<file path="config.mk">
export PLATFORM = sky130hd
export DESIGN_NAME = rcis_csr
export DESIGN_NICKNAME = d
export VERILOG_FILES = /design/src/hdl/rotated_centered_image_sampler_macros.svh /design/src/hdl/rcis_pkg.sv /design/src/hdl/rcis_csr.sv
export SDC_FILE = /design/constraint.sdc
export NUM_CORES = 1
export LEC_CHECK = 0
export ABC_AREA = 1
export BUFFER_PORTS_ARGS = -buffer_cell sky130_fd_sc_hd__buf_4
export CELL_PAD_IN_SITES_DETAIL_PLACEMENT = 0
export CELL_PAD_IN_SITES_GLOBAL_PLACEMENT = 1
export CORE_ASPECT_RATIO = 0.6
export CORE_MARGIN = 10
export CORE_UTILIZATION = 37
export DETAILED_ROUTE_END_ITERATION = 10
export PLACE_DENSITY_LB_ADDON = 0.2
export SLEW_MARGIN = 0
export SYNTH_ARGS = -nofsm -noshare
export SYNTH_HDL_FRONTEND = slang
export SYNTH_SLANG_ARGS = --single-unit
</file>
<file path="constraint.sdc">
create_clock -name clock -period 1.7 [get_ports clock]
set_clock_uncertainty 0.1 [all_clocks]
set_input_delay 0.17 -clock clock [delete_from_list [all_inputs] [get_ports clock]]
set_output_delay 0.17 -clock clock [all_outputs]
set_load 0.005 [all_outputs]
</file>
<file path="src/hdl/rotated_centered_image_sampler_macros.svh">
// ----------------------------------------------------------------------------
// Assertion macros
// Shared concurrent assertion forms for the rotated image sampler.
// ----------------------------------------------------------------------------
`ifndef ROTATED_CENTERED_IMAGE_SAMPLER_MACROS_SVH
`define ROTATED_CENTERED_IMAGE_SAMPLER_MACROS_SVH

// The consequent must hold in the same cycle as the antecedent.
`define RCIS_ASSERT_SAME(label, clk, rst, ante, cons, msg) \
   label: assert property (@(posedge clk) disable iff (rst) (ante) |-> (cons)) \
      else $error(msg);

// The consequent must hold in the cycle after the antecedent.
`define RCIS_ASSERT_NEXT(label, clk, rst, ante, cons, msg) \
   label: assert property (@(posedge clk) disable iff (rst) (ante) |=> (cons)) \
      else $error(msg);

`endif

</file>
<file path="src/hdl/rcis_pkg.sv">
// ----------------------------------------------------------------------------
// Rotated image sampler package
// Field widths, register indexes, codes and control structures.
// ----------------------------------------------------------------------------
package rcis_pkg;

   localparam int KIND_W       = 1;
   localparam int LOAD_INDEX_W = 14;
   localparam int PIXEL_W      = 16;
   localparam int POS_W        = 10;
   localparam int SIZE_W       = 11;
   localparam int ROT_W        = 2;
   localparam int CSR_INDEX_W  = 3;

   // Bits needed to hold the widest size reset value.
   localparam int SIZE_RST_W = 9;

   localparam int FRAME_WIDTH_RST    = 320;
   localparam int FRAME_HEIGHT_RST   = 240;
   localparam int PICTURE_WIDTH_RST  = 128;
   localparam int PICTURE_HEIGHT_RST = 128;

   localparam logic [CSR_INDEX_W-1:0] CSR_FRAME_WIDTH    = 3'd0;
   localparam logic [CSR_INDEX_W-1:0] CSR_FRAME_HEIGHT   = 3'd1;
   localparam logic [CSR_INDEX_W-1:0] CSR_ROTATION_MODE  = 3'd2;
   localparam logic [CSR_INDEX_W-1:0] CSR_PICTURE_WIDTH  = 3'd3;
   localparam logic [CSR_INDEX_W-1:0] CSR_PICTURE_HEIGHT = 3'd4;

   localparam logic [ROT_W-1:0] ROT_NONE = 2'd0;
   localparam logic [ROT_W-1:0] ROT_CW   = 2'd1;
   localparam logic [ROT_W-1:0] ROT_HALF = 2'd2;
   localparam logic [ROT_W-1:0] ROT_CCW  = 2'd3;

   localparam logic [KIND_W-1:0] KIND_LOAD = 1'b0;
   localparam logic [KIND_W-1:0] KIND_READ = 1'b1;

   localparam logic [PIXEL_W-1:0] BLACK = 16'h0000;

   typedef struct packed {
      logic map_en;
      logic mul_en;
   } map_ctrl_type;

   typedef struct packed {
      logic in_pic;
      logic hit;
   } map_stat_type;

endpackage

</file>
<file path="src/hdl/rcis_csr.sv">
// ----------------------------------------------------------------------------
// Rotated image sampler configuration registers
// Holds the frame and picture sizes and the rotation mode, with size clamping.
// ----------------------------------------------------------------------------
module rcis_csr import rcis_pkg::*; #(
   parameter int MAX_DIM = 1024,
   parameter int DIM_W   = 11
) (
   input  logic                   clock,
   input  logic                   reset,
   input  logic                   csr_write,
   input  logic [CSR_INDEX_W-1:0] csr_index,
   input  logic [SIZE_W-1:0]      csr_data,
   output logic [DIM_W-1:0]       frame_width,
   output logic [DIM_W-1:0]       frame_height,
   output logic [ROT_W-1:0]       rotation_mode,
   output logic [DIM_W-1:0]       picture_width,
   output logic [DIM_W-1:0]       picture_height
);

   logic [DIM_W-1:0] frame_width_ff;
   logic [DIM_W-1:0] frame_height_ff;
   logic [ROT_W-1:0] rotation_mode_ff;
   logic [DIM_W-1:0] picture_width_ff;
   logic [DIM_W-1:0] picture_height_ff;
   logic [DIM_W-1:0] size_clamped;

   always_comb begin
      if (32'(csr_data) > 32'(MAX_DIM)) begin
         size_clamped = DIM_W'(MAX_DIM);
      end else begin
         size_clamped = DIM_W'(csr_data);
      end
   end

   always_ff @(posedge clock) begin
      if (reset) begin
         frame_width_ff    <= DIM_W'(FRAME_WIDTH_RST);
         frame_height_ff   <= DIM_W'(FRAME_HEIGHT_RST);
         rotation_mode_ff  <= ROT_NONE;
         picture_width_ff  <= DIM_W'(PICTURE_WIDTH_RST);
         picture_height_ff <= DIM_W'(PICTURE_HEIGHT_RST);
      end else if (csr_write) begin
         case (csr_index)
            CSR_FRAME_WIDTH: begin
               frame_width_ff <= size_clamped;
            end
            CSR_FRAME_HEIGHT: begin
               frame_height_ff <= size_clamped;
            end
            CSR_ROTATION_MODE: begin
               rotation_mode_ff <= csr_data[ROT_W-1:0];
            end
            CSR_PICTURE_WIDTH: begin
               picture_width_ff <= size_clamped;
            end
            CSR_PICTURE_HEIGHT: begin
               picture_height_ff <= size_clamped;
            end
            default: begin
            end
         endcase
      end
   end

   assign frame_width    = frame_width_ff;
   assign frame_height   = frame_height_ff;
   assign rotation_mode  = rotation_mode_ff;
   assign picture_width  = picture_width_ff;
   assign picture_height = picture_height_ff;

endmodule

</file>
==> flow_summary.ini, run 1 <==
[final_layout]
drive_gt1_share_pct = 33.72
utilization_pct = 53.35
finalInstanceArea_um2 = 2271
nets = 275
diodes = 0
final_cells = 318
area_delta_synth_final_pct = 34.35

[yosys]
synth_seq_cells = 46
syn_avg_cell_area_um2 = 8.624
synth_simple_gate_area_share_pct = 11.03
synth_compound_area_share_pct = 26.28
muxShareOfSynthArea_pct = 0
synth_top_family_by_area = compound AO/OA/AOI/OAI gates
ys_seq_area_share_pct = 54.48
netlist_area_um2 = 1690
synth-adder-area-share_pct = 0
synth_nets = 213
yosys_warnings = 0
synthCells = 196
synth_xor_area_share_pct = 0
synth_cell_types = 19

[pwr]
p_int_mw = 1.503
clockPowerShare_pct = 31.2
sw_frac_of_total_pct = 23.71
sequentialPowerShare_pct = 57.5
combPwrFrac_pct = 11.2
p_leak_nw = 1.013
p_switching_mw = 0.4672
ir_drop_v = 0.0003562
power.density_nw_per_um2 = 867.6

[setup_path]
required_ns = 1.78
reg2reg_slack_ns = 0.92
ff2ff_path_depth = 2
start_kind = input pin
cpPeakStageDelay_ns = 0.27
critPathKind = input pin to flop
crit_chain = buf_4, nor2_4, nand2_2, nor2_4, inv_2, a21oi_1, o21ai_1
path_max_fanout = 14
arrival_ns = 1.14
critPathCaptureType = flop
r2r-end = picture_width[4]
worst_path_max_delay_cell = nor2_4
cpMostUsedCell = nor2_4
r2r_start = picture_width[4]

[clocking]
worstSkewPairLatency_ns = 0.28
cts_hold_buf = 0
cts_resized = 0
root_buffer = clkbuf_8
cts_max_path_buffers = 2
cts_tree = yes
htree_levels = 2
path_clk_slew_ns = 0.08
cts.sinks = 46
cts_made_buffers = 5
cts_setup_buffers = 0

[sta]
slew_headroom_pct = 79.00
worstMarginPinSlew_ns = 0.3142
fin_crit_ns = 1.058
fin_crit_sh_pct = 62.26
rsz0062_at_grt = no
setup_violations = 0
finalHoldViolations = 0
slew_viol_final = 0
setup_tns_ns = 0
setup_ws_ns = 0.6417
fmax_mhz = 944.9

[detailed_routing]
ant_nets = 0
wl_per_cell_um = 14.36
dr.first_iter.drc_count = 63
totalWireLength_mm = 4.565
viasPerCell = 4.742
drcViolationCount = 0
vias = 1508
drt_pass1_iterations = 4

[run]
max_cap_viol_count = 0

[min_path]
hold_depth = 3
min_path_type = input pin to flop
min_to = frame_height[4]
hp-start = reset

[grt]
grt_first_pass_wirelength_mm = 7.389
grt.total_usage_pct = 11.80
antenna_found_initial = 0
grt_max_degree = 32
grt_overflow_total = 0
grt_pass1_vias = 1481

[placement]
numPortBuffers = 62
pre_cts_ws_ns = 0.3382
dpl.hpwl_mm = 3.524
postPlaceCellArea_um2 = 2191
place.gp.congestion = 0.7316
dp.cells = 311

[floorplan]
pin_count = 63
fp.dieW_um = 107.3
start_util_pct = 39.71
core_um2 = 4257
die_area_um2 = 7761
die_y_um = 72.36
row_count = 18

[status]
status = complete, no violations
==> Yosys cell counts, drive strengths merged <==
cell     n  share of area, %
dfxtp   46                54
o21ai   45                13
a21oi   40                12
nor2    22               6.2
nand2   14               3.3
inv     13               2.9
buf     10               4.8
clkbuf   2              0.52
nand3    2              0.59
nor3     1              0.96
o21bai   1               1.1
==> layer usage <==
layer | routed length, um | global-route usage, % | share of wire, %
met5 | 0 | 0 | 0
met4 | 36 | 3.587 | 0.79
met3 | 370 | 4.674 | 8.1
met2 | 1985 | 17.88 | 43
met1 | 2172 | 15.03 | 48
==> flip-flops by register name, summed over array words and instances, names as in the netlist <==
signal	count
picture_width	11
frame_height	11
rotation_mode	2
picture_height	11
frame_width	11
==> cell families (layout without fill, tap and decap cells) <==
logic type	count (synthesis)	count (layout)
DFF	46	46
buffers and inverters	25	87
AOI/OAI and AO/OA	86	86
and+or+nand+nor	39	39
==> final cells by class <==
class                      count  area [um2]
clock buffer                   6       72.57
clock inverter                 1       7.507
fill                         435        1986
inverter                      13       48.80
multi-input combinational    125       630.6
sequential                    46       920.9
tap                           60       75.07
timing repair buffer          67       515.5
==> placed cells by master, fill, tap and decap left out, drive strengths merged <==
| master | n |
|---|---|
| a21oi | 40 |
| buf | 67 |
| clkbuf | 6 |
| clkinvlp | 1 |
| dfxtp | 46 |
| inv | 13 |
| nand2 | 14 |
| nand3 | 2 |
| nor2 | 22 |
| nor3 | 1 |
| o21ai | 45 |
| o21bai | 1 |
==> worst max-delay path, delay by kind of cell <==
kind | cells | cell delay [ns]
and+or+nand+nor | 3 | 0.47
buffers and inverters | 2 | 0.27
AOI/OAI and AO/OA | 2 | 0.22
==> how the worst max path moves through the flow <==
stage	start	endpoint
after floorplan	csr_write	picture_width[7]
after global placement	csr_index[2]	frame_height[4]
after detailed placement	csr_index[2]	frame_height[6]
after CTS	picture_width[4]	picture_width[4]
after global routing	csr_index[2]	frame_height[7]
final	csr_index[2]	frame_height[5]
==> power by group through the flow <==
stage | registers [mW] | clock network (mW) | logic (mW)
finish | 1.13 | 0.616 | 0.221
global route | 1.14 | 0.685 | 0.250
CTS | 1.13 | 0.639 | 0.225
detailed placement | 1.16 | 0 | 0.225
global placement | 1.16 | 0 | 0.226
floorplan | 1.16 | 0 | 0.102
==> per-stage QoR <==
| step | power (mW) | hold WS (ns) |
|---|---|---|
| after floorplan | 1.262 | 0.2330 |
| after global placement | 1.385 | 0.3471 |
| after detailed placement | 1.384 | 0.3476 |
| after CTS | 1.999 | 0.04086 |
| after global routing | 2.074 | 0.05320 |
| final | 1.970 | 0.04901 |
No activity file was read; power rests on OpenSTA's default activity.
==> run 2: changes to the inputs <==
Settings changed: CORE_UTILIZATION 37 to 31.
Clock period 1.7 ns to 0.92 ns, I/O delays scaled along.
==> flow_summary.ini, run 2 (same netlist as run 1, synthesis figures left out) <==
[status]
status = finished, violations left
violations = negative hold slack, negative setup slack

[grt]
grt_max_degree = 40
grt.total_usage_pct = 11.21
grt_overflow_total = 0
grt_pass1_vias = 1505
grt_first_pass_wirelength_mm = 7.879
antenna_found_initial = 0

[clocking]
cts_tree = yes
cts_max_path_buffers = 2
htree_levels = 2
cts_made_buffers = 5
worstSkewPairLatency_ns = 0.29
cts.sinks = 46
root_buffer = clkbuf_8
path_clk_slew_ns = 0.09

[pwr]
power.density_nw_per_um2 = 1404
ir_drop_v = 0.0005166
power.total_mw = 3.852
p_leak_nw = 1.157

[detailed_routing]
dr.first_iter.drc_count = 45
drcViolationCount = 0
ant_nets = 0
wl_per_cell_um = 15.27
vias = 1594
drt_pass1_iterations = 4
totalWireLength_mm = 5.177
viasPerCell = 4.702

[final_layout]
final_cells = 339
utilization_pct = 53.23
diodes = 0
area_delta_synth_final_pct = 62.32
final_common_cell = buf_6
final_cell_mix = buf_6, dfxtp_2, a21oi_1, o21ai_0, buf_4
finalInstanceArea_um2 = 2744
drive_gt1_share_pct = 60.81
n_fill_cell = 494
nets = 290

[sta]
setup_tns_ns = -0.3518
fmax_mhz = 1049
worstMarginPinSlew_ns = 0.3125
slew_viol_final = 0
hold_ws_ns = -0.003245
finalHoldViolations = 1
setup_violations = 35
fin_crit_ns = 0.9534
slew_headroom_pct = 79.09
fin_crit_sh_pct = 103.6
setup_ws_ns = -0.03343
rsz0062_at_grt = yes

[setup_path]
critPathBufInv = 1
path_max_fanout = 2
critPathCaptureType = primary output
ff2ff_path_depth = 3
crit_cells = 1
cpPeakStageDelay_ns = 0.36
worst_path_max_delay_cell = dfxtp_2
crit_chain = buf_6
start_kind = flop
required_ns = 0.73
cp_top_family = flip-flops
arrival_ns = 0.76
critPathKind = flop to primary output

[floorplan]
start_util_pct = 32.79
row_count = 20
core_um2 = 5155
pin_count = 63
fp.dieW_um = 115.3
die_y_um = 77.20
die_area_um2 = 8903

[placement]
dpl.hpwl_mm = 3.825
numPortBuffers = 62
place.gp.congestion = 0.7853
dp.cells = 329
postPlaceCellArea_um2 = 2313

[min_path]
hold_depth = 3
min_path_type = input pin to flop

[run]
max_cap_viol_count = 0
-- run 2: changes by cell type in the layout (fill, tap and decap cells not counted), sizes merged --
cell         before  now
buf              67   80
dlygate4sd3       0    1
o21bai            1    2
-- run 2: final timing paths --
| path | from | end | slack, ns |
|---|---|---|---|
| max | picture_height[0] | picture_height[0] | -0.03 |
| max reg2reg | picture_width[7] | picture_width[7] | 0.08 |
| min reg2reg | frame_width[8] | frame_width[8] | 0.38 |
| min | csr_data[5] | frame_height[5] | -0.003 |
-- run 2: routing by layer --
layer / GRT usage [%] / vias up / wire (um) / share of wire [%]
met5: 0 / - / 0 / 0
met4: 4.064 / 0 / 61 / 1.2
met3: 3.652 / 4 / 283 / 5.5
met2: 16.03 / 35 / 2309 / 45
met1: 15.14 / 741 / 2523 / 49
li1: - / 814 / - / -
-- run 2: cell type report --
| class | instances | area (um2) | share of cell area, % |
|---|---|---|---|
| Multi-Input combinational cell | 126 | 725.7 | 26.45 |
| Clock buffer | 6 | 72.57 | 2.645 |
| Sequential cell | 46 | 978.4 | 35.66 |
| Clock inverter | 1 | 7.507 | 0.2736 |
| Inverter | 13 | 48.80 | 1.778 |
| Timing Repair Buffer | 81 | 828.3 | 30.19 |
| Tap cell | 66 | 82.58 | 3.010 |
-- run 2: power breakdown --
part,switching (mW),internal (mW)
logic,0.250,0.292
clock network,0.664,0.522
registers,0.0499,2.07
-- run 2: what timing repair did --
item	CTS	global route
setup endpoints to repair	82	82
setup buffers	1	0
resized for setup	98	20
cloned	1	0
hold buffers	0	1
pin swaps	1	5
endpoints found under the hold margin	0	1
-- run 2: per-stage QoR --
step | hold WS, ns | setup WS (ns)
floorplan | 0.1550 | -0.03205
global placement | 0.3363 | -0.3361
detailed placement | 0.3533 | -0.3910
CTS | 0.003833 | -0.03459
global route | 0.01782 | -0.05722
finish | -0.003245 | -0.03343
==> run 3: changes to the inputs <==
Settings changed: ABC_AREA 1 to 0.
==> flow_summary.ini, run 3 <==
[grt]
grt_overflow_total = 0
antenna_found_initial = 0
grt_pass1_vias = 1642
grt_first_pass_wirelength_mm = 8.411
grt.total_usage_pct = 11.63
grt_max_degree = 15

[detailed_routing]
vias = 1689
met2_length_mm = 2.307
wl_per_cell_um = 15.53
totalWireLength_mm = 5.623
met3_length_um = 478
viasPerCell = 4.666
dr.first_iter.drc_count = 76
met1Wirelength_mm = 2.803
drcViolationCount = 0
drt_pass1_iterations = 4
ant_nets = 0
top_layer_used = met4

[yosys]
ys.flop_type = dfxtp_1
netlist_area_um2 = 1732
synthCells = 204
yosys_warnings = 0
synth_top_cell_by_area = dfxtp_1
synthTopCellsByArea = dfxtp_1, nand2_1, a21oi_1
synth_most_common_cell = nand2_1
ys_seq_area_share_pct = 53.18
synth_edf_count = 0
synth_top_area_share_pct = 53.18
synth_nets = 221
synth_cell_types = 17
yosys-top-cells-count = nand2_1, dfxtp_1, a21oi_1
synth_seq_cells = 46
async_flop_share_pct = 0
syn_avg_cell_area_um2 = 8.489

[final_layout]
diodes = 0
final_common_cell = nand2_1
utilization_pct = 56.36
drive_gt1_share_pct = 54.05
n_fill_cell = 482
nets = 312
final_cell_mix = nand2_1, buf_6, dfxtp_2, buf_4, a21oi_1
area_delta_synth_final_pct = 70.23

[placement]
numPortBuffers = 62
pre_cts_ws_ns = -0.3269
dpl.hpwl_mm = 3.941
place.gp.congestion = 0.7482

[sta]
fin_crit_ns = 0.9436
finalHoldViolations = 0
setup_tns_ns = -0.2223
hold_ws_ns = 0.01375
fmax_mhz = 1060
slew_viol_final = 0
slew_headroom_pct = 81.48
rsz0062_at_grt = yes
setup_violations = 41
worstMarginPinSlew_ns = 0.2773
fin_crit_sh_pct = 102.6
setup_ws_ns = -0.02356

[floorplan]
start_util_pct = 33.11
die_y_um = 77.90
pin_count = 63
die_area_um2 = 9074
fp.dieW_um = 116.5
row_count = 20
core_um2 = 5230

[clocking]
root_buffer = clkbuf_8
cts.sinks = 46
cts_tree = yes
path_clk_slew_ns = 0.09
cts_max_path_buffers = 2
htree_levels = 2
cts_made_buffers = 5
worstSkewPairLatency_ns = 0.29

[status]
violations = negative setup slack
status = finished, violations left

[setup_path]
critPathBufInv = 1
start_kind = flop
arrival_ns = 0.75
cpPeakStageDelay_ns = 0.36
cp_top_family = flip-flops
critPathCaptureType = primary output
crit_chain = buf_6
reg2reg_slack_ns = 0.05
path_max_fanout = 2
critPathKind = flop to primary output
required_ns = 0.73
worst_path_max_delay_cell = dfxtp_2

[pwr]
combPwrFrac_pct = 12.1
p_leak_nw = 1.166
sequentialPowerShare_pct = 53.9
p_int_mw = 2.893
power.density_nw_per_um2 = 1293
power.total_mw = 3.810
sw_frac_of_total_pct = 24.08
p_switching_mw = 0.9177
ir_drop_v = 0.0005738
clockPowerShare_pct = 34.0

[run]
max_cap_viol_count = 0

[min_path]
min_path_type = input pin to flop
## run 3: final timing paths
check / depth (start not counted) / endpoint / startpoint
setup / recovery: 1 / frame_height[7] / frame_height[7]
hold / removal: 3 / frame_width[6] / reset
setup reg to reg: 3 / frame_height[4] / frame_height[4]
hold reg to reg: 2 / picture_height[10] / picture_height[10]
## run 3: layout make-up
| class | count | area [um2] | area share (%) |
|---|---|---|---|
| repair buffers | 97 | 1006 | 34.13 |
| flip-flops and latches | 46 | 978.4 | 33.19 |
| multi-input cells | 145 | 785.8 | 26.66 |
| clock buffers | 6 | 82.58 | 2.801 |
| well taps | 66 | 82.58 | 2.801 |
| clock inverters | 2 | 12.51 | 0.4244 |
## run 3: layer usage
metal	GRT usage, %	vias up
li1	-	862
met3	4.531	2
met5	0	-
met4	3.358	0
met1	15.41	776
met2	16.99	49
## run 3: through the flow
stage               cells  instance area (um2)
finish                362                 2948
global route          362                 2948
detailed placement    343                 2496
floorplan             204                 1765
global placement      343                 2496
CTS                   356                 2864
## run 3: timing repair
item,in CTS,in global routing
endpoints found under the hold margin,2,0
gates resized for setup,92,5
buffers inserted,3,4
pin swaps,0,2
cloned,0,2
endpoints found under the setup margin,47,59
hold buffers,2,0
## run 3: cells by family after synthesis
kind of cell	Yosys count	synth area share, %
AOI/OAI and AO/OA	36	10.40
muxes	9	5.203
buffers and inverters	14	3.757
DFF	46	53.18
and+or+nand+nor	99	27.46
## run 3: power groups by stage
stage / clock network [mW] / logic [mW] / registers, mW
after floorplan: 0 / 0.155 / 2.09
after global placement: 0 / 0.405 / 2.09
after detailed placement: 0 / 0.407 / 2.09
after CTS: 1.33 / 0.441 / 2.05
after global routing: 1.42 / 0.501 / 2.06
final: 1.30 / 0.462 / 2.05
