[config.mk]
export PLATFORM = sky130hd
export DESIGN_NAME = rcis_map
export DESIGN_NICKNAME = d
export VERILOG_FILES = /design/src/hdl/rotated_centered_image_sampler_macros.svh /design/src/hdl/rcis_pkg.sv /design/src/hdl/rcis_map.sv
export SDC_FILE = /design/constraint.sdc
export NUM_CORES = 1
export LEC_CHECK = 0
export ABC_AREA = 1
export BUFFER_PORTS_ARGS = -buffer_cell sky130_fd_sc_hd__buf_2
export CORE_UTILIZATION = 41
export DETAILED_ROUTE_END_ITERATION = 8
export HOLD_SLACK_MARGIN = 0.08
export SLEW_MARGIN = 20
export SYNTH_ARGS = -nofsm -noshare
export SYNTH_HDL_FRONTEND = slang
export SYNTH_SLANG_ARGS = --single-unit
[constraint.sdc]
create_clock -name clock -period 14.7 [get_ports clock]
set_input_delay 3.675 -clock clock [delete_from_list [all_inputs] [get_ports clock]]
set_output_delay 3.675 -clock clock [all_outputs]
set_load 0.03 [all_outputs]
[src/hdl/rotated_centered_image_sampler_macros.svh]
// ----------------------------------------------------------------------------
// Assertion macros
// Shared concurrent assertion forms for the rotated image sampler.
// ----------------------------------------------------------------------------
`ifndef ROTATED_CENTERED_IMAGE_SAMPLER_MACROS_SVH
`define ROTATED_CENTERED_IMAGE_SAMPLER_MACROS_SVH

// The consequent must hold in the same cycle as the antecedent.
`define RCIS_ASSERT_SAME(label, clk, rst, ante, cons, msg) \
   label: assert property (@(posedge clk) disable iff (rst) (ante) |-> (cons)) \
      else $error(msg);

// The consequent must hold in the cycle after the antecedent.
`define RCIS_ASSERT_NEXT(label, clk, rst, ante, cons, msg) \
   label: assert property (@(posedge clk) disable iff (rst) (ante) |=> (cons)) \
      else $error(msg);

`endif

[src/hdl/rcis_pkg.sv]
// ----------------------------------------------------------------------------
// Rotated image sampler package
// Field widths, register indexes, codes and control structures.
// ----------------------------------------------------------------------------
package rcis_pkg;

   localparam int KIND_W       = 1;
   localparam int LOAD_INDEX_W = 14;
   localparam int PIXEL_W      = 16;
   localparam int POS_W        = 10;
   localparam int SIZE_W       = 11;
   localparam int ROT_W        = 2;
   localparam int CSR_INDEX_W  = 3;

   // Bits needed to hold the widest size reset value.
   localparam int SIZE_RST_W = 9;

   localparam int FRAME_WIDTH_RST    = 320;
   localparam int FRAME_HEIGHT_RST   = 240;
   localparam int PICTURE_WIDTH_RST  = 128;
   localparam int PICTURE_HEIGHT_RST = 128;

   localparam logic [CSR_INDEX_W-1:0] CSR_FRAME_WIDTH    = 3'd0;
   localparam logic [CSR_INDEX_W-1:0] CSR_FRAME_HEIGHT   = 3'd1;
   localparam logic [CSR_INDEX_W-1:0] CSR_ROTATION_MODE  = 3'd2;
   localparam logic [CSR_INDEX_W-1:0] CSR_PICTURE_WIDTH  = 3'd3;
   localparam logic [CSR_INDEX_W-1:0] CSR_PICTURE_HEIGHT = 3'd4;

   localparam logic [ROT_W-1:0] ROT_NONE = 2'd0;
   localparam logic [ROT_W-1:0] ROT_CW   = 2'd1;
   localparam logic [ROT_W-1:0] ROT_HALF = 2'd2;
   localparam logic [ROT_W-1:0] ROT_CCW  = 2'd3;

   localparam logic [KIND_W-1:0] KIND_LOAD = 1'b0;
   localparam logic [KIND_W-1:0] KIND_READ = 1'b1;

   localparam logic [PIXEL_W-1:0] BLACK = 16'h0000;

   typedef struct packed {
      logic map_en;
      logic mul_en;
   } map_ctrl_type;

   typedef struct packed {
      logic in_pic;
      logic hit;
   } map_stat_type;

endpackage

[src/hdl/rcis_map.sv]
// ----------------------------------------------------------------------------
// Rotated image sampler coordinate mapper
// Rotates and centres a framebuffer coordinate, then forms the store address.
// ----------------------------------------------------------------------------
module rcis_map import rcis_pkg::*; #(
   parameter int DIM_W        = 11,
   parameter int LIN_W        = 23,
   parameter int IMAGE_PIXELS = 16384
) (
   input  logic               clock,
   input  map_ctrl_type       ctrl,
   input  logic [POS_W-1:0]   pos_x,
   input  logic [POS_W-1:0]   pos_y,
   input  logic [DIM_W-1:0]   frame_width,
   input  logic [DIM_W-1:0]   frame_height,
   input  logic [ROT_W-1:0]   rotation_mode,
   input  logic [DIM_W-1:0]   picture_width,
   input  logic [DIM_W-1:0]   picture_height,
   output logic [LIN_W-1:0]   lin_addr,
   output map_stat_type       stat
);

   localparam int SW     = ((DIM_W > POS_W) ? DIM_W : POS_W) + 3;
   localparam int PROD_W = 2 * DIM_W;
   localparam logic signed [SW-1:0] ONE_S = SW'(1);

   logic signed [SW-1:0] fw_s;
   logic signed [SW-1:0] fh_s;
   logic signed [SW-1:0] pw_s;
   logic signed [SW-1:0] ph_s;
   logic signed [SW-1:0] x_s;
   logic signed [SW-1:0] y_s;
   logic signed [SW-1:0] scr_w;
   logic signed [SW-1:0] scr_h;
   logic signed [SW-1:0] dx;
   logic signed [SW-1:0] dy;
   logic signed [SW-1:0] dx_adj;
   logic signed [SW-1:0] dy_adj;
   logic signed [SW-1:0] off_x;
   logic signed [SW-1:0] off_y;
   logic signed [SW-1:0] rx;
   logic signed [SW-1:0] ry;
   logic signed [SW-1:0] sx;
   logic signed [SW-1:0] sy;
   logic                 outside;
   logic                 in_pic;

   logic [DIM_W-1:0]     sx_ff;
   logic [DIM_W-1:0]     sy_ff;
   logic                 inside_ff;
   logic [PROD_W-1:0]    prod;
   logic [LIN_W-1:0]     lin;
   logic                 hit;
   logic [LIN_W-1:0]     addr_ff;
   logic                 hit_ff;
   logic                 inside2_ff;

   always_comb begin
      fw_s = $signed(SW'(frame_width));
      fh_s = $signed(SW'(frame_height));
      pw_s = $signed(SW'(picture_width));
      ph_s = $signed(SW'(picture_height));
      x_s  = $signed(SW'(pos_x));
      y_s  = $signed(SW'(pos_y));

      outside = (x_s >= fw_s) || (y_s >= fh_s);

      scr_w = rotation_mode[0] ? fh_s : fw_s;
      scr_h = rotation_mode[0] ? fw_s : fh_s;

      // The shift rounds down; negative differences are bumped to round toward zero.
      dx     = scr_w - pw_s;
      dy     = scr_h - ph_s;
      dx_adj = dx + $signed(SW'(dx[SW-1]));
      dy_adj = dy + $signed(SW'(dy[SW-1]));
      off_x  = dx_adj >>> 1;
      off_y  = dy_adj >>> 1;

      case (rotation_mode)
         ROT_CW: begin
            rx = fh_s - ONE_S - y_s;
            ry = x_s;
         end
         ROT_HALF: begin
            rx = fw_s - ONE_S - x_s;
            ry = fh_s - ONE_S - y_s;
         end
         ROT_CCW: begin
            rx = y_s;
            ry = fw_s - ONE_S - x_s;
         end
         default: begin
            rx = x_s;
            ry = y_s;
         end
      endcase

      sx = rx - off_x;
      sy = ry - off_y;

      in_pic = !outside && !sx[SW-1] && (sx < pw_s) && !sy[SW-1] && (sy < ph_s);
   end

   always_ff @(posedge clock) begin
      if (ctrl.map_en) begin
         sx_ff     <= sx[DIM_W-1:0];
         sy_ff     <= sy[DIM_W-1:0];
         inside_ff <= in_pic;
      end
   end

   always_comb begin
      prod = PROD_W'(sy_ff) * PROD_W'(picture_width);
      lin  = LIN_W'(prod) + LIN_W'(sx_ff);
      hit  = inside_ff && (64'(lin) < 64'(IMAGE_PIXELS));
   end

   always_ff @(posedge clock) begin
      if (ctrl.mul_en) begin
         addr_ff    <= lin;
         hit_ff     <= hit;
         inside2_ff <= inside_ff;
      end
   end

   assign lin_addr    = addr_ff;
   assign stat.in_pic = inside2_ff;
   assign stat.hit    = hit_ff;

endmodule

==> results of run 1 <==
per-layer routing:
layer | part of all wire | GRT usage
met1 | 0.47 | 0.3333
met2 | 0.44 | 0.3818
met3 | 0.060 | 0.02712
met4 | 0.025 | 0.06798
met5 | 0 | 0
metrics by stage:
step / hold WS (ns) / cells / instance area, um2
floorplan: 0.4273 / 1760 / 12190
CTS: 0.5640 / 2212 / 13200
detailed placement: 0.5369 / 2204 / 13010
finish: 0.5576 / 2212 / 13200
global route: 0.6046 / 2212 / 13200
global placement: 0.5420 / 2204 / 13010
synth_stat cells (4+ instances only):
| library cell | instances |
|---|---|
| ha_1 | 175 |
| a21oi_1 | 84 |
| nor3_1 | 20 |
| nor2_1 | 98 |
| a211oi_1 | 4 |
| nand2_1 | 472 |
| a22oi_1 | 4 |
| nor2_2 | 5 |
| fa_1 | 98 |
| nand3b_1 | 5 |
| edfxtp_1 | 48 |
| clkbuf_1 | 32 |
| a31oi_1 | 4 |
| xor2_1 | 62 |
| o21bai_1 | 12 |
| o21ai_0 | 69 |
| a21o_1 | 6 |
| xnor2_1 | 22 |
| inv_1 | 368 |
| nand4_1 | 22 |
| nand3_1 | 98 |
| o2111ai_1 | 6 |
layout make-up:
cell class	instances	area [um2]
Inverter	370	1389
Multi-Input combinational cell	1307	9216
Timing Repair Buffer	95	480.5
Clock inverter	3	68.82
Tap cell	384	480.5
Fill cell	3003	15730
Clock buffer	5	125.1
Sequential cell	48	1441
critical path: cells and delay by family:
| kind | cells | cell delay (ns) |
|---|---|---|
| adders and majority gates | 4 | 1.25 |
| buffers and inverters | 5 | 0.85 |
| xor gates and xnor gates | 1 | 0.28 |
| and+or+nand+nor | 20 | 1.81 |
| AOI/OAI and AO/OA | 5 | 1.16 |
logic make-up after synthesis:
| logic type | after synthesis |
|---|---|
| buffers and inverters | 405 |
| AND/OR/NAND/NOR | 735 |
| adder cells (fa/ha/maj) | 273 |
| AO/OA/AOI/OAI | 212 |
| XOR/XNOR | 87 |
| flip-flops | 48 |
sequential cells by signal, summed over array words and instances, names as in the netlist:
signal,flops
inside2_ff,1
sx_ff,11
sy_ff,11
lin_addr,23
inside_ff,1
hit_ff,1
final timing paths:
path | start | end | slack (ns)
worst min register to register | sx_ff[0]$_DFFE_PP_ | lin_addr[0]$_DFFE_PP_ | 0.56
worst max register to register | sy_ff[2]$_DFFE_PP_ | hit_ff$_DFFE_PP_ | 9.53
worst min-delay path | sx_ff[0]$_DFFE_PP_ | lin_addr[0]$_DFFE_PP_ | 0.56
worst max-delay path | rotation_mode[0] | inside_ff$_DFFE_PP_ | 5.82
==> results_dict.tcl, run 1 <==
set metrics [dict create \
    cp-end-kind "register" \
    slowest_stage "buf_2" \
    ant_nets 0 \
    synth_top_family_by_area "adder cells" \
    synth_mux_area_frac 0 \
    fp.dieH_um 174.4 \
    rows 62 \
    drt-total-wl_um 35180 \
    area_growth_pct 8.326 \
    vias_per_cell 5.121 \
    layout_common_cells "nand2_1 (472), inv_1 (368), ha_1 (175)" \
    period_needed_ns 8.880 \
    antenna_found_initial 0 \
    post_cts_buffers 0 \
    hpwl_um 30520 \
    status "complete, no violations" \
    synth-compound-area-share 0.09969 \
    worstMarginPinSlew_ns 0.8100 \
    critPathRequiredTime_ns 14.86 \
    synthDominantCellAreaShare 0.1797 \
    start_kind "input pin" \
    synth_area_um2 12190 \
    synth_seq_cells 48 \
    num_vias 11327 \
    drv_slew 0 \
    synth_cell_type_count 47 \
    cp_data_arrival_time_ns 9.04 \
    reg2reg_depth 19 \
    diodes 0 \
    slew-limit-headroom 0.4600 \
    hold_viol_final 0 \
    drc 0 \
    fp.dieW_um 174.4 \
    final-setup-viol-count 0 \
    ioPinCount 94 \
    slowest_delay_ns 0.60 \
    pre_cts_ws_ns 5.656 \
    start_util 0.4212 \
    syn_inst 1760 \
    synthSimpleGateAreaFrac 0.2515 \
    fin_setup_tns_ns 0 \
    cts.clk_slew.worst_paths_ns 0.07 \
    yosysWarnings 0 \
    syn_nets 2102 \
    grt_pass1_wl_um 56670 \
    maxCapViolCount 0 \
    htreeDepth 2 \
    port_buffers 93 \
    hold_class "reg -> reg" \
    cts_made_buffers 5 \
    async_flop_share 0 \
    crit_type "in -> reg" \
    crit_top_cell "nand2_1" \
    wl_per_cell_um 15.90 \
    synth_area_leaders "ha_1 (18%), fa_1 (16%), nand2_1 (15%)" \
    final_util 0.4562 \
    synth.largest_area_cell "ha_1" \
    finalCritPeriodShare 0.6041 \
    rsz0062_at_grt "false" \
    worstHoldPathCells 1 \
    core-area_um2 28940 \
    postCtsResizedCells 0 \
    clockBufferDepth 2 \
    cts.sinks 48 \
    grt_use_total 0.2373 \
    gp_congestion 0.9436 \
    clk_latency_ns 0.30 \
    ys_seq_area_frac 0.1183 \
    cts_root_buffer "clkbuf_16" \
    drt_iter0_markers 934 \
    finalClockSkew_ns 0.009879 \
    grt-ovfl-total 0 \
    grt_max_degree 54 \
    drive_gt1_frac 0.07002 \
    dr.pass1.iters 7 \
    cts_tree "yes" \
    synth-edff-count 48 \
    synth-xor-area-share 0.06437 \
    crit_fanout 53 \
    max_freq_mhz 112.6 \
    final_common_cell "nand2_1" \
    fin_nets 2169 \
    ctsHoldBuffers 0 \
    setup_slack_ns 5.820 \
    synth_flop_cell "edfxtp_1" \
    synth_area_per_cell_um2 6.924 \
    grt_pass1_vias 10907 \
    synthAdderAreaFrac 0.3407 \
    fp.dieArea_um2 30420 \
]
Power of run 1 is not shown: default switching activity piles up to over one toggle a cycle in this logic, so the estimate is an artifact.
==> run 2, diff against run 1 <==
--- a/config.mk
+++ b/config.mk
@@ -5,7 +5,7 @@
 export SDC_FILE = /design/constraint.sdc
 export NUM_CORES = 1
 export LEC_CHECK = 0
-export ABC_AREA = 1
+export ABC_AREA = 0
 export BUFFER_PORTS_ARGS = -buffer_cell sky130_fd_sc_hd__buf_2
 export CORE_UTILIZATION = 41
 export DETAILED_ROUTE_END_ITERATION = 8
==> constraint.sdc (replaced) <==
create_clock -name clock -period 9 [get_ports clock]
set_input_delay 2.25 -clock clock [delete_from_list [all_inputs] [get_ports clock]]
set_output_delay 2.25 -clock clock [all_outputs]
set_load 0.03 [all_outputs]
==> run 2 against run 1 <==
  * Via count is 17% lower
  * Sequential share of layout area is 0.94 points higher
  * Count of clock-buffer cells in the layout stayed put
  * Critical path depth is 7 lower
  * First-iteration DRC count is 45% lower
  * Cell count is 20% lower
  * Highest routed layer unchanged
  * Non-clock buffer count is 4 higher
  * Worst setup slack worse by 5.3 ns
  * Global-route usage is 2.7 points lower
==> results_dict.tcl, run 2 <==
set metrics [dict create \
    r2r_start "sy_ff[5]$_DFFE_PP_" \
    rr_endpoint "hit_ff$_DFFE_PP_" \
    crit_end "inside_ff$_DFFE_PP_" \
    cts.sinks 48 \
    synth.largest_area_cell "ha_1" \
    cts_made_buffers 5 \
    final-setup-viol-count 0 \
    maxCapViolCount 0 \
    worstHoldPathCells 1 \
    grt_use_total 0.2104 \
    synth_cell_type_count 57 \
    clk_latency_ns 0.29 \
    grt_max_degree 42 \
    start_util 0.4164 \
    drv_slew 0 \
    drc 0 \
    cp-end-kind "register" \
    status "complete, no violations" \
    worstMarginPinSlew_ns 0.7002 \
    fin_hold_ws_ns 0.5758 \
    final_util 0.4521 \
    slew-limit-headroom 0.5332 \
    rows 60 \
    fp.dieH_um 167.2 \
    setup_slack_ns 0.5236 \
    vias_per_cell 5.303 \
    num_vias 9354 \
    final_common_cell "inv_1" \
    grt-ovfl-total 0 \
    cts_tree "yes" \
    diodes 0 \
    synth-edff-count 48 \
    layout_common_cells "inv_1 (205), ha_1 (175), nand2_1 (161)" \
    cts.clk_slew.worst_paths_ns 0.07 \
    wl_per_cell_um 16.32 \
    synth_seq_cells 48 \
    area_growth_pct 8.575 \
    period_needed_ns 8.476 \
    port_buffers 93 \
    finalClockSkew_ns 0.008863 \
    hold_class "reg -> reg" \
    pre_cts_ws_ns -0.04001 \
    drt-total-wl_um 28790 \
    cp_data_arrival_time_ns 8.57 \
    synth_flop_cell "edfxtp_1" \
    crit_fanout 41 \
    htreeDepth 2 \
    synth_area_um2 11190 \
    synthTopCellsByCount "inv_1 (205), ha_1 (175), nand2_1 (161), fa_1 (98), nor2_1 (88)" \
    fp.dieArea_um2 27960 \
    start_kind "input pin" \
    async_flop_share 0 \
    critPathRequiredTime_ns 9.10 \
    ioPinCount 94 \
    crit_type "in -> reg" \
    reg2reg_slack_ns 3.01 \
    max_freq_mhz 118.0 \
    fin_nets 1764 \
    drive_gt1_frac 0.08503 \
    reg2reg_depth 18 \
    fp.dieW_um 167.2 \
    dr.pass1.iters 5 \
    cts_root_buffer "clkbuf_16" \
    hold_viol_final 0 \
    ys_seq_area_frac 0.1288 \
    finalCritPeriodShare 0.9418 \
    core-area_um2 26880 \
    synth.most_common_cell "inv_1" \
    grt_pass1_wl_um 46880 \
    synth_area_leaders "ha_1 (20%), fa_1 (18%), edfxtp_1 (13%)" \
    rsz0062_at_grt "false" \
    syn_nets 1698 \
    antenna_found_initial 0 \
    synthDominantCellAreaShare 0.1956 \
    yosysWarnings 0 \
    post_cts_buffers 0 \
    syn_inst 1356 \
    synth_area_per_cell_um2 8.254 \
    clockBufferDepth 2 \
    startpoint "rotation_mode[0]" \
    ant_nets 0 \
    grt_pass1_vias 9142 \
    gp_congestion 0.8989 \
    largest_reg_flops 23 \
    drt_iter0_markers 516 \
    hpwl_um 25170 \
]
run 2: worst min path at each step:
stage / startpoint / end / slack (ns)
floorplan: inside_ff$_DFFE_PP_ / inside2_ff$_DFFE_PP_ / 0.43
global placement: sx_ff[0]$_DFFE_PP_ / lin_addr[0]$_DFFE_PP_ / 0.56
detailed placement: sx_ff[0]$_DFFE_PP_ / lin_addr[0]$_DFFE_PP_ / 0.55
CTS: sx_ff[0]$_DFFE_PP_ / lin_addr[0]$_DFFE_PP_ / 0.58
global route: sx_ff[0]$_DFFE_PP_ / lin_addr[0]$_DFFE_PP_ / 0.59
finish: sx_ff[0]$_DFFE_PP_ / lin_addr[0]$_DFFE_PP_ / 0.58
run 2: kinds of logic after synthesis:
group | after synthesis | share of synthesized area
AOI/OAI and AO/OA | 253 | 0.1437
DFF | 48 | 0.1288
buffers and inverters | 246 | 0.08317
muxes | 24 | 0.02191
adders and majority gates | 273 | 0.3709
xor gates and xnor gates | 98 | 0.07669
and+or+nand+nor | 414 | 0.1748
run 2: routing by layer:
layer  track usage  wire, um  up-vias
li1              -         -     4682
met1        0.2870     13700     4422
met2        0.3515     13200      208
met3       0.02080      1183       42
met4       0.06422       711        0
met5             0         0        -
run 2: final cells by class:
class | instances | area [um2]
clock buffers | 5 | 125.1
clock inverters | 3 | 18.77
fillers | 2754 | 14720
inverters | 206 | 773.2
multi-input cells | 1062 | 8841
flip-flops and latches | 48 | 1441
well taps | 341 | 426.7
repair buffers | 99 | 525.5
run 2: timing repair:
item / CTS / global route
endpoints found under the setup margin: 0 / 1
hold buffers: 0 / 0
endpoints found under the hold margin: 0 / 0
gates resized for setup: 0 / 12
run 2: stage by stage:
step / std cells / instance area, um2 / TNS, ns
4_1_cts: 1764 / 12120 / 0
3_3_place_gp: 1756 / 11970 / 0
3_5_place_dp: 1756 / 11970 / -0.04001
2_1_floorplan: 1356 / 11190 / 0
5_1_grt: 1764 / 12150 / 0
6_report: 1764 / 12150 / 0
run 2: critical path, stage by stage:
cell       delay, ns
clkbuf_4        0.24
buf_12          0.23
mux2i_1         0.25
ha_1            0.20
inv_1           0.05
fa_1            0.40
a21o_1          0.19
a21oi_1         0.21
o21ai_0         0.17
nor2_1          0.14
xnor2_1         0.18
nand2_1         0.11
or4_4           0.45
xor2_1          0.16
ha_1            0.25
or3_1           0.40
o22ai_2         0.22
o21bai_1        0.09
a21oi_1         0.24
xnor2_1         0.19
ha_1            0.29
a32o_1          0.25
a21oi_1         0.10
o311ai_0        0.11
or4_1           0.52
a2111oi_0       0.37
nand2_1         0.09
nor4_1          0.20
Power of run 2 is left out for the same reason.
==> run 3, diff against run 2 <==
--- a/config.mk
+++ b/config.mk
@@ -6,8 +6,8 @@
 export NUM_CORES = 1
 export LEC_CHECK = 0
 export ABC_AREA = 0
-export BUFFER_PORTS_ARGS = -buffer_cell sky130_fd_sc_hd__buf_2
-export CORE_UTILIZATION = 41
+export BUFFER_PORTS_ARGS = -buffer_cell sky130_fd_sc_hd__buf_4
+export CORE_UTILIZATION = 30
 export DETAILED_ROUTE_END_ITERATION = 8
 export HOLD_SLACK_MARGIN = 0.08
 export SLEW_MARGIN = 20
==> run 3 against run 2 <==
  * Register-to-register slack about the same
  * Count of clock-buffer cells in the layout stayed put
  * Worst hold slack got worse by 0.023 ns
  * Sequential cell count unchanged
  * Via count rose by 0.74%
  * Non-clock buffer count shrank 3
  * Core utilization decreased by 11 points
  * Maximum frequency decreased by 0.56%
  * Cell count increased by 7.0%
==> results_dict.tcl, run 3 (synthesized netlist as in run 2, its figures left out) <==
set metrics [dict create \
    multi_input_area_um2 8841 \
    drv_slew 0 \
    period_needed_ns 8.524 \
    wl_met1_um 13940 \
    grt_max_degree 36 \
    r2r_start "sy_ff[5]$_DFFE_PP_" \
    core-area_um2 36700 \
    num_vias 9423 \
    final-setup-viol-count 0 \
    drt_iter0_markers 538 \
    ioPinCount 94 \
    start_util 0.3050 \
    hold_class "reg -> reg" \
    register_area_um2 1441 \
    start_kind "input pin" \
    dr.pass1.iters 5 \
    layout_common_cells "inv_1 (205), ha_1 (175), nand2_1 (161)" \
    fp.dieArea_um2 38080 \
    post_cts_buffers 0 \
    ctsHoldBuffers 0 \
    slowest_stage "or4_1" \
    slew-limit-headroom 0.5878 \
    wl_per_cell_um 15.82 \
    crit_type "in -> reg" \
    finalClockSkew_ns 0.006135 \
    startpoint "rotation_mode[0]" \
    hpwl_um 26240 \
    largest_reg_flops 23 \
    rr_endpoint "hit_ff$_DFFE_PP_" \
    drt-total-wl_um 29870 \
    fin_setup_tns_ns 0 \
    hold_viol_final 0 \
    cts.clk_slew.worst_paths_ns 0.07 \
    slowest_delay_ns 0.53 \
    route.met2.wl_um 14000 \
    highest_layer "met4" \
    worstMarginPinSlew_ns 0.6136 \
    grt_pass1_vias 9431 \
    htreeDepth 2 \
    grt_pass1_wl_um 48380 \
    min_from "sx_ff[0]$_DFFE_PP_" \
    ant_nets 0 \
    diodes 0 \
    cts_tree "yes" \
    rows 70 \
    fillers 3858 \
    crit_top_cell "ha_1" \
    crit_end "inside_ff$_DFFE_PP_" \
    grt_use_total 0.1592 \
    cts_root_buffer "clkbuf_16" \
    fin_nets 1761 \
    cp_data_arrival_time_ns 8.62 \
    reg2reg_depth 17 \
    antenna_found_initial 0 \
    critPathRequiredTime_ns 9.09 \
    cts.sinks 48 \
    grt-ovfl-total 0 \
    reg2reg_slack_ns 3.00 \
    fin_hold_ws_ns 0.5533 \
    fp.dieH_um 195.2 \
    drc 0 \
    port_buffers 93 \
    fp.dieW_um 195.2 \
    pre_cts_ws_ns 0.1596 \
    clockBufferDepth 2 \
    gp_congestion 0.9024 \
    area_growth_pct 11.77 \
    final_common_cell "inv_1" \
    routed-wl-met3_um 1178 \
    vias_per_cell 4.991 \
    clk_latency_ns 0.29 \
    cp-end-kind "register" \
    finalCritPeriodShare 0.9471 \
    setup_slack_ns 0.4761 \
    maxCapViolCount 0 \
    rsz0062_at_grt "false" \
    postCtsResizedCells 0 \
    drive_gt1_frac 0.08239 \
    max_freq_mhz 117.3 \
    crit_fanout 35 \
    cts_made_buffers 5 \
    status "complete, no violations" \
]
## run 3: worst min path at each step
stage	end	slack [ns]	depth (start not counted)
detailed placement	lin_addr[0]$_DFFE_PP_	0.54	1
global route	lin_addr[0]$_DFFE_PP_	0.57	1
global placement	lin_addr[0]$_DFFE_PP_	0.54	1
CTS	lin_addr[0]$_DFFE_PP_	0.56	1
floorplan	inside2_ff$_DFFE_PP_	0.43	0
finish	lin_addr[0]$_DFFE_PP_	0.55	1
## run 3: critical path: cells and delay by family
family / cells / cell delay, ns
adders and majority gates: 4 / 0.96
xor gates and xnor gates: 1 / 0.17
AOI/OAI and AO/OA: 12 / 2.28
and+or+nand+nor: 10 / 2.42
buffers and inverters: 2 / 0.51
## run 3: area by class of cell
type | count | area share
multi-input cells | 1062 | 0.7067
flip-flops and latches | 48 | 0.1152
repair buffers | 96 | 0.05791
well taps | 468 | 0.04681
clock buffers | 5 | 0.01000
clock inverters | 3 | 0.001500
inverters | 206 | 0.06181
## run 3: metrics by stage
step	utilization	instance area [um2]	cells
floorplan	-	11190	1356
global placement	0.3363	12340	1880
detailed placement	0.3363	12340	1880
CTS	0.3402	12480	1888
global route	0.3409	12510	1888
finish	0.3409	12510	1888
## run 3: routing by layer
layer	vias up	global-route usage
met1	4485	0.2096
met3	41	0.01589
li1	4680	-
met4	0	0.04491
met5	-	0
met2	217	0.2753
Power of run 3 is left out for the same reason.
